<file path="config.mk">
export PLATFORM = sky130hd
export DESIGN_NAME = guid_hex_text_parser_flat
export DESIGN_NICKNAME = d
export VERILOG_FILES = /design/src/sv/ghtp_pkg.sv /design/src/sv/ghtp_if.sv /design/src/sv/guid_hex_text_parser.sv /design/src/sv/ghtp_hex_decode.sv /design/src/sv/ghtp_core.sv /design/src/flat_wrapper.sv
export SDC_FILE = /design/constraint.sdc
export NUM_CORES = 1
export LEC_CHECK = 0
export ABC_AREA = 1
export BUFFER_PORTS_ARGS = -buffer_cell sky130_fd_sc_hd__buf_2
export CORE_ASPECT_RATIO = 2
export CORE_MARGIN = 5
export CORE_UTILIZATION = 51
export DETAILED_ROUTE_END_ITERATION = 7
export PLACE_DENSITY_LB_ADDON = 0.1
export SYNTH_ARGS = -nofsm -noshare
export SYNTH_HDL_FRONTEND = slang
export SYNTH_HIERARCHICAL = 1
export SYNTH_SLANG_ARGS = --single-unit
</file>
<file path="constraint.sdc">
create_clock -name i_clk -period 3.97 [get_ports i_clk]
set_clock_uncertainty 0.1 [all_clocks]
set_input_delay 0.5955 -clock i_clk [delete_from_list [all_inputs] [get_ports i_clk]]
set_output_delay 0.5955 -clock i_clk [all_outputs]
set_load 0.01 [all_outputs]
</file>
<file path="src/sv/ghtp_pkg.sv">
// Shared types and constants for the GUID hex text parser.
package ghtp_pkg;

    // Group sequencing
    localparam logic [3:0] GroupCount     = 4'd11;
    localparam logic [3:0] TailFirstGroup = 4'd3;
    localparam logic [3:0] FirstLimit     = 4'd8;
    localparam logic [3:0] MidLimit       = 4'd4;
    localparam logic [3:0] TailLimit      = 4'd2;
    localparam int         TailByteCount  = 8;

    // Character that ends the string
    localparam logic [7:0] EndChar = 8'h00;

    // Decoded character
    typedef struct packed {
        logic       is_hex;
        logic [3:0] nibble;
    } t_hex;

    // One parsed GUID
    typedef struct packed {
        logic [31:0] part_one;
        logic [15:0] part_two;
        logic [15:0] part_three;
        logic [63:0] tail_bytes;
        logic        trailing_error;
    } t_result;

endpackage

</file>
<file path="src/sv/ghtp_if.sv">
// Valid/ready channel interfaces for the character input and the parsed result.
interface ghtp_char_if;
    logic       valid;
    logic       ready;
    logic [7:0] char_code;

    modport source (output valid, output char_code, input ready);
    modport sink   (input valid, input char_code, output ready);
endinterface

interface ghtp_result_if;
    logic        valid;
    logic        ready;
    logic [31:0] part_one;
    logic [15:0] part_two;
    logic [15:0] part_three;
    logic [63:0] tail_bytes;
    logic        trailing_error;

    modport source (output valid, output part_one, output part_two, output part_three,
                    output tail_bytes, output trailing_error, input ready);
    modport sink   (input valid, input part_one, input part_two, input part_three,
                    input tail_bytes, input trailing_error, output ready);
endinterface

</file>
<file path="src/sv/guid_hex_text_parser.sv">
// GUID hex text parser top level: input register, parser core and result register.
// Takes one character per clock cycle on i_char and emits one parsed GUID on o_result
// for every zero byte. A character is registered on acceptance and processed from the
// input register, a zero byte only once the result register is free; that register then
// loads the core's snapshot and raises o_result.valid. Throughput is one
// character per cycle; i_char.ready drops only while a zero byte sits in the input
// register and the output register still holds a result that the sink has not taken.
module guid_hex_text_parser
    import ghtp_pkg::*;
(
    input  logic          i_clk,
    input  logic          i_rst_n,
    ghtp_char_if.sink     i_char,
    ghtp_result_if.source o_result
);

    logic       r_in_valid;
    logic [7:0] r_in_char;
    logic       r_out_valid;
    t_result    r_out;
    t_result    w_snapshot;
    logic       w_out_free;
    logic       w_advance;
    logic       w_emit;

    // Output register can take a new result
    assign w_out_free = !r_out_valid || o_result.ready;
    // Held character is consumed this cycle
    assign w_advance  = r_in_valid && ((r_in_char != EndChar) || w_out_free);
    assign w_emit     = w_advance && (r_in_char == EndChar);

    assign i_char.ready = !r_in_valid || w_advance;

    ghtp_core u_core (
        .i_clk    (i_clk),
        .i_rst_n  (i_rst_n),
        .i_fire   (w_advance),
        .i_char   (r_in_char),
        .o_result (w_snapshot)
    );

    // Input register
    always_ff @(posedge i_clk) begin
        if (!i_rst_n) begin
            r_in_valid <= 1'b0;
        end else if (i_char.ready) begin
            r_in_valid <= i_char.valid;
        end
    end

    always_ff @(posedge i_clk) begin
        if (i_char.valid && i_char.ready) begin
            r_in_char <= i_char.char_code;
        end
    end

    // Result register
    always_ff @(posedge i_clk) begin
        if (!i_rst_n) begin
            r_out_valid <= 1'b0;
        end else if (w_emit) begin
            r_out_valid <= 1'b1;
        end else if (o_result.ready) begin
            r_out_valid <= 1'b0;
        end
    end

    always_ff @(posedge i_clk) begin
        if (w_emit) begin
            r_out <= w_snapshot;
        end
    end

    assign o_result.valid          = r_out_valid;
    assign o_result.part_one       = r_out.part_one;
    assign o_result.part_two       = r_out.part_two;
    assign o_result.part_three     = r_out.part_three;
    assign o_result.tail_bytes     = r_out.tail_bytes;
    assign o_result.trailing_error = r_out.trailing_error;

    // A waiting result is never overwritten
    a_no_overwrite: assert property (@(posedge i_clk) disable iff (!i_rst_n)
        (r_out_valid && !o_result.ready) |-> !w_emit)
        else $error("result overwritten before transaction");

    // A stalled end character keeps the input register full
    a_end_holds: assert property (@(posedge i_clk) disable iff (!i_rst_n)
        (r_in_valid && (r_in_char == EndChar) && !w_out_free) |=>
        (r_in_valid && (r_in_char == EndChar)))
        else $error("stalled end character lost");

    // Every emitted result shows up as valid
    a_emit_valid: assert property (@(posedge i_clk) disable iff (!i_rst_n)
        w_emit |=> r_out_valid)
        else $error("emitted result not presented");

endmodule

</file>
<file path="src/sv/ghtp_hex_decode.sv">
// Hex digit classifier: ASCII character to nibble value plus a hex flag.
module ghtp_hex_decode
    import ghtp_pkg::*;
(
    input  logic [7:0] i_char,
    output t_hex       o_hex
);

    // '0'-'9', 'A'-'F' and 'a'-'f'; everything else is a separator
    always_comb begin
        o_hex = '{is_hex: 1'b0, nibble: 4'd0};
        case (i_char) inside
            [8'h30:8'h39]: begin
                o_hex = '{is_hex: 1'b1, nibble: i_char[3:0]};
            end
            [8'h41:8'h46], [8'h61:8'h66]: begin
                o_hex = '{is_hex: 1'b1, nibble: 4'(i_char[3:0] + 4'd9)};
            end
            default: begin
                o_hex = '{is_hex: 1'b0, nibble: 4'd0};
            end
        endcase
    end

endmodule

</file>
<file path="src/sv/ghtp_core.sv">
// Parser state: group sequencing, digit counting and the GUID field registers.
module ghtp_core
    import ghtp_pkg::*;
(
    input  logic       i_clk,
    input  logic       i_rst_n,
    input  logic       i_fire,
    input  logic [7:0] i_char,
    output t_result    o_result
);

    t_hex        w_hex;
    logic        w_end;
    logic [3:0]  w_limit;
    logic [3:0]  w_digits_inc;

    logic [3:0]  r_group, n_group;
    logic [3:0]  r_digits, n_digits;
    logic        r_inside, n_inside;
    logic        r_error, n_error;
    logic [31:0] r_first, n_first;
    logic [15:0] r_second, n_second;
    logic [15:0] r_third, n_third;
    logic [7:0]  r_tail [TailByteCount];
    logic [7:0]  n_tail [TailByteCount];

    ghtp_hex_decode u_decode (
        .i_char (i_char),
        .o_hex  (w_hex)
    );

    assign w_end        = (i_char == EndChar);
    assign w_digits_inc = 4'(r_digits + 4'd1);

    // Digit count of the current group
    always_comb begin
        if (r_group == 4'd0) begin
            w_limit = FirstLimit;
        end else if (r_group < TailFirstGroup) begin
            w_limit = MidLimit;
        end else begin
            w_limit = TailLimit;
        end
    end

    // Sequencing and the three leading groups
    always_comb begin
        n_group  = r_group;
        n_digits = r_digits;
        n_inside = r_inside;
        n_error  = r_error;
        n_first  = r_first;
        n_second = r_second;
        n_third  = r_third;
        if (i_fire) begin
            if (w_end) begin
                n_group  = 4'd0;
                n_digits = 4'd0;
                n_inside = 1'b0;
                n_error  = 1'b0;
                n_first  = '0;
                n_second = '0;
                n_third  = '0;
            end else if (r_group >= GroupCount) begin
                if (w_hex.is_hex) begin
                    n_error = 1'b1;
                end
            end else if (!w_hex.is_hex) begin
                // separator closes an open group
                if (r_inside) begin
                    n_group  = 4'(r_group + 4'd1);
                    n_digits = 4'd0;
                    n_inside = 1'b0;
                end
            end else begin
                if (r_group == 4'd0) begin
                    n_first = {r_first[27:0], w_hex.nibble};
                end
                if (r_group == 4'd1) begin
                    n_second = {r_second[11:0], w_hex.nibble};
                end
                if (r_group == 4'd2) begin
                    n_third = {r_third[11:0], w_hex.nibble};
                end
                if (w_digits_inc >= w_limit) begin
                    n_group  = 4'(r_group + 4'd1);
                    n_digits = 4'd0;
                    n_inside = 1'b0;
                end else begin
                    n_digits = w_digits_inc;
                    n_inside = 1'b1;
                end
            end
        end
    end

    // One byte lane per tail group
    for (genvar gi = 0; gi < TailByteCount; gi++) begin : g_tail
        always_comb begin
            n_tail[gi] = r_tail[gi];
            if (i_fire) begin
                if (w_end) begin
                    n_tail[gi] = '0;
                end else if (w_hex.is_hex && (r_group == 4'(TailFirstGroup + gi))) begin
                    n_tail[gi] = {r_tail[gi][3:0], w_hex.nibble};
                end
            end
        end

        always_ff @(posedge i_clk) begin
            if (!i_rst_n) begin
                r_tail[gi] <= '0;
            end else begin
                r_tail[gi] <= n_tail[gi];
            end
        end
    end

    // State registers
    always_ff @(posedge i_clk) begin
        if (!i_rst_n) begin
            r_group  <= 4'd0;
            r_digits <= 4'd0;
            r_inside <= 1'b0;
            r_error  <= 1'b0;
            r_first  <= '0;
            r_second <= '0;
            r_third  <= '0;
        end else begin
            r_group  <= n_group;
            r_digits <= n_digits;
            r_inside <= n_inside;
            r_error  <= n_error;
            r_first  <= n_first;
            r_second <= n_second;
            r_third  <= n_third;
        end
    end

    // Snapshot of the fields; taken by the top level on the end character
    assign o_result = '{
        part_one:       r_first,
        part_two:       r_second,
        part_three:     r_third,
        tail_bytes:     {r_tail[0], r_tail[1], r_tail[2], r_tail[3],
                         r_tail[4], r_tail[5], r_tail[6], r_tail[7]},
        trailing_error: r_error
    };

    // Group index never passes the done value
    a_group_range: assert property (@(posedge i_clk) disable iff (!i_rst_n)
        r_group <= GroupCount)
        else $error("group index out of range");

    // Digit count stays below the group's limit
    a_digits_limit: assert property (@(posedge i_clk) disable iff (!i_rst_n)
        (r_group < GroupCount) |-> (r_digits < w_limit))
        else $error("digit count reached group limit without closing");

    // Between groups nothing is counted
    a_idle_digits: assert property (@(posedge i_clk) disable iff (!i_rst_n)
        !r_inside |-> (r_digits == 4'd0))
        else $error("digits counted while skipping");

    // Trailing error only once all groups are done
    a_error_done: assert property (@(posedge i_clk) disable iff (!i_rst_n)
        r_error |-> (r_group == GroupCount))
        else $error("trailing error before last group");

    // End character returns the parser to its reset state
    a_end_clears: assert property (@(posedge i_clk) disable iff (!i_rst_n)
        (i_fire && w_end) |=> (r_group == 4'd0 && !r_error && r_first == 32'd0))
        else $error("state not cleared after end of string");

endmodule

</file>
<file path="src/flat_wrapper.sv">
// flat-port wrapper written by rule: the top's interface ports become plain ports
module guid_hex_text_parser_flat import ghtp_pkg::*;
  (i_clk, i_rst_n, i_char_valid, i_char_char_code, i_char_ready, o_result_valid, o_result_part_one, o_result_part_two, o_result_part_three, o_result_tail_bytes, o_result_trailing_error, o_result_ready);
  ghtp_char_if i_char_i ();
  ghtp_result_if o_result_i ();
  input  logic i_clk;
  input  logic i_rst_n;
  input wire logic [$bits(i_char_i.valid)-1:0] i_char_valid;
  input wire logic [$bits(i_char_i.char_code)-1:0] i_char_char_code;
  output wire logic [$bits(i_char_i.ready)-1:0] i_char_ready;
  output wire logic [$bits(o_result_i.valid)-1:0] o_result_valid;
  output wire logic [$bits(o_result_i.part_one)-1:0] o_result_part_one;
  output wire logic [$bits(o_result_i.part_two)-1:0] o_result_part_two;
  output wire logic [$bits(o_result_i.part_three)-1:0] o_result_part_three;
  output wire logic [$bits(o_result_i.tail_bytes)-1:0] o_result_tail_bytes;
  output wire logic [$bits(o_result_i.trailing_error)-1:0] o_result_trailing_error;
  input wire logic [$bits(o_result_i.ready)-1:0] o_result_ready;
  assign i_char_i.valid = i_char_valid;
  assign i_char_i.char_code = i_char_char_code;
  assign i_char_ready = i_char_i.ready;
  assign o_result_valid = o_result_i.valid;
  assign o_result_part_one = o_result_i.part_one;
  assign o_result_part_two = o_result_i.part_two;
  assign o_result_part_three = o_result_i.part_three;
  assign o_result_tail_bytes = o_result_i.tail_bytes;
  assign o_result_trailing_error = o_result_i.trailing_error;
  assign o_result_i.ready = o_result_ready;
  guid_hex_text_parser u_core (.i_clk(i_clk), .i_rst_n(i_rst_n), .i_char(i_char_i), .o_result(o_result_i));
endmodule
</file>
**After elaboration in Yosys (flattened, before gate mapping)**

Memory sizes are Yosys's and may differ from the RTL's.
Cells that the tools add are included.

- Bits in latches: 0
- Logic and storage cells: 154
- Bits in writable memories: 64
- Output and inout port bits: 131
- Memories kept: 1
- Bits in registers: 213
- Bits in read-only memories: 0
- Input port bits: 12

Memories:

| memory | depth | bits a word | read ports | clocked after Yosys merged registers in | wr ports | line | source |
|---|---|---|---|---|---|---|---|
| u_core.u_core.r_tail | 8 | 8 | 8 | 0 | 8 | ghtp_core.sv:24 | `logic [7:0] r_tail [TailByteCount];` |

- Divide/modulo/power cells: 0
- Eq/ne operators: 12
- Shifts and indexed selects: 0
- Muxes and demuxes: 69
- Magnitude comparators: 9
- $add $sub $neg: 3
- Bitwise gates (word level): 8
- Reductions and logical operators: 37
- Multiply operators: 0

Operators with widths:

| cell | count |
|---|---|
| two-way mux 8 bit | 32 |
| two-way mux 16 bit | 8 |
| two-way mux 32 bit | 4 |
| two-way mux 4 bit | 11 |
| == test 4 x 3 -> 1 bit (second input constant) | 4 |
| >= comparator 8 x 7 -> 1 bit (second input constant) | 2 |
| <= comparator 8 x 7 -> 1 bit (second input constant) | 2 |
| AND reduction 4 bit | 4 |
| logical AND 1 bit | 14 |
| == test 4 bit (second input constant) | 3 |
| nonzero test 2 bit | 6 |
| two-way mux 1 bit | 11 |
| two-way mux 5 bit | 2 |
| adder 4 x 1 -> 4 bit (second input constant) | 2 |
| == test 4 x 2 -> 1 bit (second input constant) | 2 |
| >= comparator 8 x 6 -> 1 bit (second input constant) | 1 |
| <= comparator 8 x 6 -> 1 bit (second input constant) | 1 |
| logical NOT 8 bit | 1 |
| bitwise OR 1 bit | 8 |
| nonzero test 8 bit | 1 |
| AND reduction 3 bit | 2 |
| adder 4 bit (second input constant) | 1 |
| == test 4 x 1 -> 1 bit (second input constant) | 1 |
| >= comparator 4 bit | 1 |
| 11 further kinds | 14 |

**Logic depth before layout (Yosys ltp)**

Gate-level depths: netlist of the first run.

- Depth after elaboration: 10
- Gate-level depth with buffers: 15
- Mapped depth without buffers: 13

**Hierarchy**

Netlist of the first run, hierarchy kept.

By module, submodules not included:

| module | area each (µm²) | instances | cells each |
|---|---|---|---|
| ghtp_core | 5504.0 | 1 | 711 |
| guid_hex_text_parser | 4251.6 | 1 | 159 |
| ghtp_hex_decode | 198.9 | 1 | 35 |

**Least setup slack after synthesis of the first run**

No wires, ideal clock.

- Path type: flip-flop to flip-flop
- Start point: register u_core.r_in_char[1]
- End point: register u_core.r_out, in the netlist u_core/o_result.part_one[0] (enable)
- Period minus slack after synthesis: 3.964 ns
- Slack: 0.006 ns
- Arrival time: 3.382 ns
- Cell stages (with the launch flop): 6
- Required time: 3.388 ns
- Library setup time: 0.482 ns
- Cells stage by stage: edfxtp_1 -> nor2_1 -> nand2_1 -> nor2_2 -> nand3b_1 -> inv_1

- Word-level cells in the longest chain between the ends: 4

RTL lines:

| element | line | source |
|---|---|---|
| start: declaration | guid_hex_text_parser.sv:18 | `logic [7:0] r_in_char;` |
| start signal: assignment | guid_hex_text_parser.sv:53 | `r_in_char <= i_char.char_code;` |
| nonzero test 8 bit | guid_hex_text_parser.sv:29 | `assign w_advance = r_in_valid && ((r_in_char != EndChar) \|\| w_out_free);` |
| logical OR 1 bit | guid_hex_text_parser.sv:29 |  |
| logical AND 1 bit | guid_hex_text_parser.sv:29 |  |
| logical AND 1 bit * | guid_hex_text_parser.sv:30 | `assign w_emit = w_advance && (r_in_char == EndChar);` |
| named net u_core.w_emit | guid_hex_text_parser.sv:24 | `logic w_emit;` |
| end signal: assignment | guid_hex_text_parser.sv:70 | `r_out <= w_snapshot;` |
| end: declaration | guid_hex_text_parser.sv:20 | `t_result r_out;` |

The timed path passes the listed nets; every way through them passes the cells marked *.
A chain may end at the register's enable or synchronous reset.

**Worst setup path in the final report of the first run**

- Start point: register u_core.r_in_char[1]
- End point: register u_core.u_core.r_first[13]

RTL lines:

| element | line | source |
|---|---|---|
| nonzero test 8 bit | guid_hex_text_parser.sv:29 |  |
| logical OR 1 bit | guid_hex_text_parser.sv:29 |  |
| logical AND 1 bit | guid_hex_text_parser.sv:29 |  |
| named net u_core.w_advance | guid_hex_text_parser.sv:23 | `logic w_advance;` |
| AND reduction 4 bit (no line) | - |  |
| end signal: assignment | ghtp_core.sv:134 | `r_first <= n_first;` |
| end: declaration | ghtp_core.sv:21 | `logic [31:0] r_first, n_first;` |

The timed path passes the listed nets, and every way through them passes these cells.

==> impl_metrics.toml, run 1 <==
[route]
route.detailed.drc = 0
wire_per_inst_um = 16.0
first_pass_iters = 5
drtAntennaViolNets = 0
vias = 6699
dr.first_iter.drc_count = 374
vias_per_cell = 5.09
postRouteWirelength_um = 21000

[global_route]
grtUsageTotal_pct = 18.6
overflow = 0
grt_pass1_vias = 6554
antenna_found_initial = 0
grt_start_max_net_pins = 98
grt_pass1_wl_um = 33600

[synthesis]
ys_warn_count = 6
synth_edf_count = 137
ys_types = 33
avgSynthCellArea_um2 = 11.0
yosysMostFrequentCell = "nand2_1"
yosys-top-cells-area = "edfxtp_1 41%, dfxtp_1 28%, nand2_1 6.5%"
syn_inst = 905
synthArstFlopShare_pct = 0
synth_seq_cells = 277
ys_seq_area_share_pct = 69.5
syn_area_um2 = 9950
synth_fp_nets = 928
synthTopCellsByCount = "173 x nand2_1, 140 x dfxtp_1, 137 x edfxtp_1, 119 x a21oi_1, 88 x nand3_1"
synth_area_leader_cell = "edfxtp_1"
synth_top_area_share_pct = 41.3
yosys_most_used_dff = "dfxtp_1"

[sta]
worst_slew_pin_slew_ns = 1.05
fin_setup_tns_ns = 0
min_period_ns = 2.69
period_share_pct = 67.8
hold_viol = 0
slew_headroom_pct = 29.7
rsz0062_at_grt = "no"
max_freq_mhz = 372
slew_viol_final = 0
setup_violations = 0

[cts]
cts_repair_resize_count = 0
clk_pin_slew_ns = 0.06
post_cts_buffers = 0
clk_latency_ns = 0.52
cts_inserted_buffers = 24
cts_sinks = 277
cts_tree = "done"
clock-root-buffer = "clkbuf_16"
cts_hold_buf = 0
clock_path_buffers = 3
ctsHtreeMaxLevel = 1

[floorplan]
rows = 72
core_um2 = 19300
die_x_um = 109
die_h_um = 208
dieArea_um2 = 22600
ios = 143
initial_core_util_pct = 51.6

[worst_setup_path]
start_kind = "flip-flop"
path_max_fanout = 33
critical_path_arrival_ns = 3.01
crit_type = "flip-flop to flip-flop"
worst_ep_required_time_ns = 4.29
end_kind = "flip-flop"

[layout]
drive_gt1_share_pct = 20.7
syn_to_final_growth_pct = 16.8
nets = 1061
finalNonFillerCells = 1315
diodes = 0

[placement]
io_buffer_count = 142
place_congestion = 0.844
place.detailed.instances = 1271
dp_hpwl_um = 14000

[flow_run]
maxCapViolCount = 0

[power_and_ir_drop]
power_uw = 5560
p_leak_uw = 0.00431
power-per-cell-area_nw_per_um2 = 478
ir_drop_mv = 0.407

[hold_path]
hold_class = "input pin to flip-flop"

[run_status]
status = "finished, final reports clean"
-- state kept, by name (all words and copies together), names as in the netlist, 16 cells and up --
signal and cells:
u_core/u_core/r_second 16, u_core/u_core/r_first 32, u_core/o_result.tail_bytes 64, u_core/u_core/r_tail 64, u_core/o_result.part_two 16, u_core/o_result.part_three 16, u_core/o_result.part_one 32, u_core/u_core/r_third 16
-- cell families (layout without fill, tap and decap cells) --
kind of cell	count (synthesis)	after routing	share of synthesized area (%)
AND/OR/NAND/NOR	355	355	15.9
flip-flops	277	277	69.5
AO/OA/AOI/OAI	160	160	8.12
buffers and inverters	98	249	4.75
adder cells (fa/ha/maj)	11	11	1.38
XOR/XNOR	4	4	0.352
-- final timing paths --
kind                                                    to                                     start  slack (ns)  cells past startpoint
setup / recovery    u_core/u_core/r_first[13]$_SDFFE_PN0P_             u_core/r_in_char[1]$_DFFE_PP_        1.28                     10
hold / removal               u_core/r_in_char[3]$_DFFE_PP_                       i_char_char_code[3]        0.15                      1
setup reg to reg    u_core/u_core/r_first[13]$_SDFFE_PN0P_             u_core/r_in_char[1]$_DFFE_PP_        1.28                     10
hold reg to reg   u_core/o_result.tail_bytes[38]$_DFFE_PP_  u_core/u_core/r_tail[0][30]$_SDFFE_PN0P_        0.33                      0
-- worst max-delay path, stage by stage, from the launching register on --
cell	delay, ns
edfxtp_1	0.48
nor2_1	0.15
nand2_1	0.08
nor2_2	0.19
a21boi_1	0.10
buf_4	0.20
nand2_2	0.35
nand2_8	0.21
inv_2	0.46
nand2_1	0.10
a21oi_1	0.16
-- through the flow --
step	util, %	hold slack, ns	cell area (um2)	setup WS (ns)
after floorplan	-	0.309	9950	0.00589
after global placement	56.0	0.313	10800	1.27
after detailed placement	56.0	0.315	10800	1.25
after CTS	60.3	0.129	11600	1.25
after global routing	60.3	0.135	11600	1.02
final	60.3	0.152	11600	1.28
-- per-layer routing --
metal | GRT usage (%) | share of wire, %
met1 | 22.0 | 39
met2 | 33.4 | 54
met4 | 6.67 | 2.4
met5 | 0 | 0
met3 | 2.89 | 4.9
-- layout make-up --
type | count | area [um2]
clock buffer | 34 | 699
inverter | 58 | 224
clock inverter | 10 | 138
tap | 259 | 324
timing repair buffer | 147 | 761
multi-input combinational | 530 | 2570
sequential | 277 | 6920
fill | 1716 | 7650
-- cells in the final DEF (no fill, tap or decap), drive strengths merged, types with 2 or more instances in the layout --
cell type / n
clkinvlp: 2
clkbuf: 34
nor2: 73
xor2: 3
dfxtp: 140
nand4: 5
o21ai: 38
clkinv: 4
bufinv: 3
nor3: 2
ha: 11
edfxtp: 137
nand3: 93
nand2: 180
buf: 147
a21oi: 120
inv: 59
-- where the power goes --
part / switching (uW) / internal [uW] / total [uW]
sequential: 15.8 / 2990 / 3000
combinational: 95.4 / 34.2 / 130
clock: 1000 / 1430 / 2430
total: 1110 / 4450 / 5560
(Power assumes the default switching activity.)
==> run 2, diff against run 1 <==
- clock period: 3.97 -> 2.4 ns (I/O delays scaled with it)
==> run 2 against run 1 <==
Compared with the run above:
- sequential share of layout area decreased by 2.1 points
- power increased by 64%
- global-route usage increased by 0.44 points
- critical path type unchanged
==> impl_metrics.toml, run 2 (same netlist as run 1, synthesis figures left out) <==
[run_status]
status = "finished, final reports clean"

[route]
drtAntennaViolNets = 0
wire_per_inst_um = 15.8
vias_per_cell = 5.07
dr.first_iter.drc_count = 301
vias = 6887
first_pass_iters = 5
postRouteWirelength_um = 21500
route.detailed.drc = 0

[power_and_ir_drop]
ir_drop_mv = 0.676
clkPwrFrac_pct = 42.6
seq_power_share_pct = 54.4
intPower_uw = 7270
power_frac_comb_pct = 3.0
p_sw_share_pct = 20.2
p_leak_uw = 0.00452
power-per-cell-area_nw_per_um2 = 755
switchingPower_uw = 1840

[layout]
final_cell_mix = "169 x nand2_1, 142 x buf_2, 139 x dfxtp_1"
nets = 1105
n_fill_cell = 1653
diodes = 0
regArea_um2 = 6920
syn_to_final_growth_pct = 21.2
multi_input_area_um2 = 2630
final_common_cell = "nand2_1"
final_core_util_pct = 62.6
fin_area_um2 = 12100
drive_gt1_share_pct = 24.2

[cts]
clock-root-buffer = "clkbuf_16"
cts_tree = "done"
clk_latency_ns = 0.52
clk_pin_slew_ns = 0.07
ctsHtreeMaxLevel = 1
cts_inserted_buffers = 23
clock_path_buffers = 3
cts_sinks = 277

[worst_setup_path]
r2r-start = "u_core/u_core/r_group[0]$_SDFFE_PN0P_"
end_kind = "flip-flop"
crit_buf_inv = 4
rrSetupSlack_ns = 0.18
crit_type = "flip-flop to flip-flop"
path_max_fanout = 4
reg2reg_depth = 13
worst_ep_required_time_ns = 2.75
critPathMostFrequentCell = "inv_1"
slowest_stage = "dfxtp_1"
critical_path_arrival_ns = 2.57
start_kind = "flip-flop"
path_depth = 13
regToRegEndpoint = "u_core/u_core/r_group[1]$_SDFFE_PN0P_"
cpLargestDelayFamily = "simple AND/OR/NAND/NOR gates"
path_cells = "inv_1, ha_2, inv_1, nor2_2, inv_1, ha_1, nand2_1, nor3b_1, nand3_2, buf_4, nand4_1, nand2_1, nor2_1"
cpPeakStageDelay_ns = 0.31
crit_path_end = "u_core/u_core/r_group[1]$_SDFFE_PN0P_"
crit_start = "u_core/u_core/r_group[0]$_SDFFE_PN0P_"

[sta]
rsz0062_at_grt = "no"
worst_slew_pin_slew_ns = 0.645
max_freq_mhz = 451
setup_violations = 0
hold_viol = 0
slew_headroom_pct = 56.8
min_period_ns = 2.22
period_share_pct = 92.4
slew_viol_final = 0

[placement]
dp_hpwl_um = 14800
io_buffer_count = 142
placed_area_um2 = 11100
place_congestion = 0.835

[floorplan]
die_h_um = 208
die_x_um = 109
core_um2 = 19300
dieArea_um2 = 22600
rows = 72
ios = 143
initial_core_util_pct = 51.6

[global_route]
antenna_found_initial = 0
grt_pass1_wl_um = 34200
grtUsageTotal_pct = 19.0
overflow = 0
grt_pass1_vias = 6738
grt_start_max_net_pins = 59

[hold_path]
hold_class = "input pin to flip-flop"

[flow_run]
maxCapViolCount = 0
[run 2: area by class of cell]
class,count,area share (%)
clock inverter,13,1.31
clock buffer,29,5.30
timing repair buffer,192,9.71
sequential,277,57.3
multi-input combinational,530,21.8
tap,259,2.69
inverter,58,1.89
[run 2: routing by layer]
layer / vias to the layer above / share of wire (%) / GRT usage, %
met5: - / 0 / 0
met4: 0 / 3.9 / 8.33
met3: 44 / 4.6 / 2.43
met2: 179 / 54 / 35.0
met1: 3238 / 37 / 21.3
li1: 3426 / - / -
[run 2: worst min-delay path by stage]
stage / from / to / slack, ns / depth (start not counted)
after floorplan: u_core/u_core/r_first[28]$_SDFFE_PN0P_ / u_core/o_result.part_one[28]$_DFFE_PP_ / 0.31 / 0
after global placement: u_core/u_core/r_tail[0][14]$_SDFFE_PN0P_ / u_core/o_result.tail_bytes[54]$_DFFE_PP_ / 0.31 / 0
after detailed placement: u_core/u_core/r_tail[1][29]$_SDFFE_PN0P_ / u_core/o_result.tail_bytes[5]$_DFFE_PP_ / 0.32 / 0
after CTS: o_result_ready / u_core/r_in_valid$_SDFFE_PN0P_ / 0.05 / 4
after global routing: o_result_ready / u_core/r_in_valid$_SDFFE_PN0P_ / 0.08 / 4
final: o_result_ready / u_core/r_in_valid$_SDFFE_PN0P_ / 0.07 / 4
[run 2: per-stage QoR]
step / std cells / setup slack, ns / hold slack [ns] / TNS, ns / total power [uW]
after global routing: 1358 / 0.00277 / 0.0834 / 0 / 9440
after global placement: 1307 / 0.0133 / 0.313 / 0 / 5320
after detailed placement: 1307 / 0.0136 / 0.316 / 0 / 5320
after floorplan: 905 / -0.709 / 0.309 / -91.46 / 5220
final: 1358 / 0.182 / 0.0707 / 0 / 9110
after CTS: 1358 / 0.0227 / 0.0470 / 0 / 9220
[run 2: power by group through the flow]
stage | combinational [uW] | sequential, uW | clock, uW
4_1_cts | 271 | 4960 | 3990
6_report | 272 | 4960 | 3880
2_1_floorplan | 161 | 5060 | 0
3_3_place_gp | 257 | 5070 | 0
3_5_place_dp | 257 | 5070 | 0
5_1_grt | 303 | 4960 | 4170
[run 2: worst reg2reg max path: cells and delay by family, from the launching register on]
kind                       cells  cell delay [ns]
adders and majority gates      2             0.52
and+or+nand+nor                7             0.83
DFF                            1             0.31
buffers and inverters          4             0.40
[run 2: repair_timing]
action | in CTS | in global routing
setup endpoints to repair | 4 | 114
endpoints found under the hold margin | 9 | 0
resized for setup | 3 | 13
hold buffers | 9 | 0
buffers inserted | 0 | 0
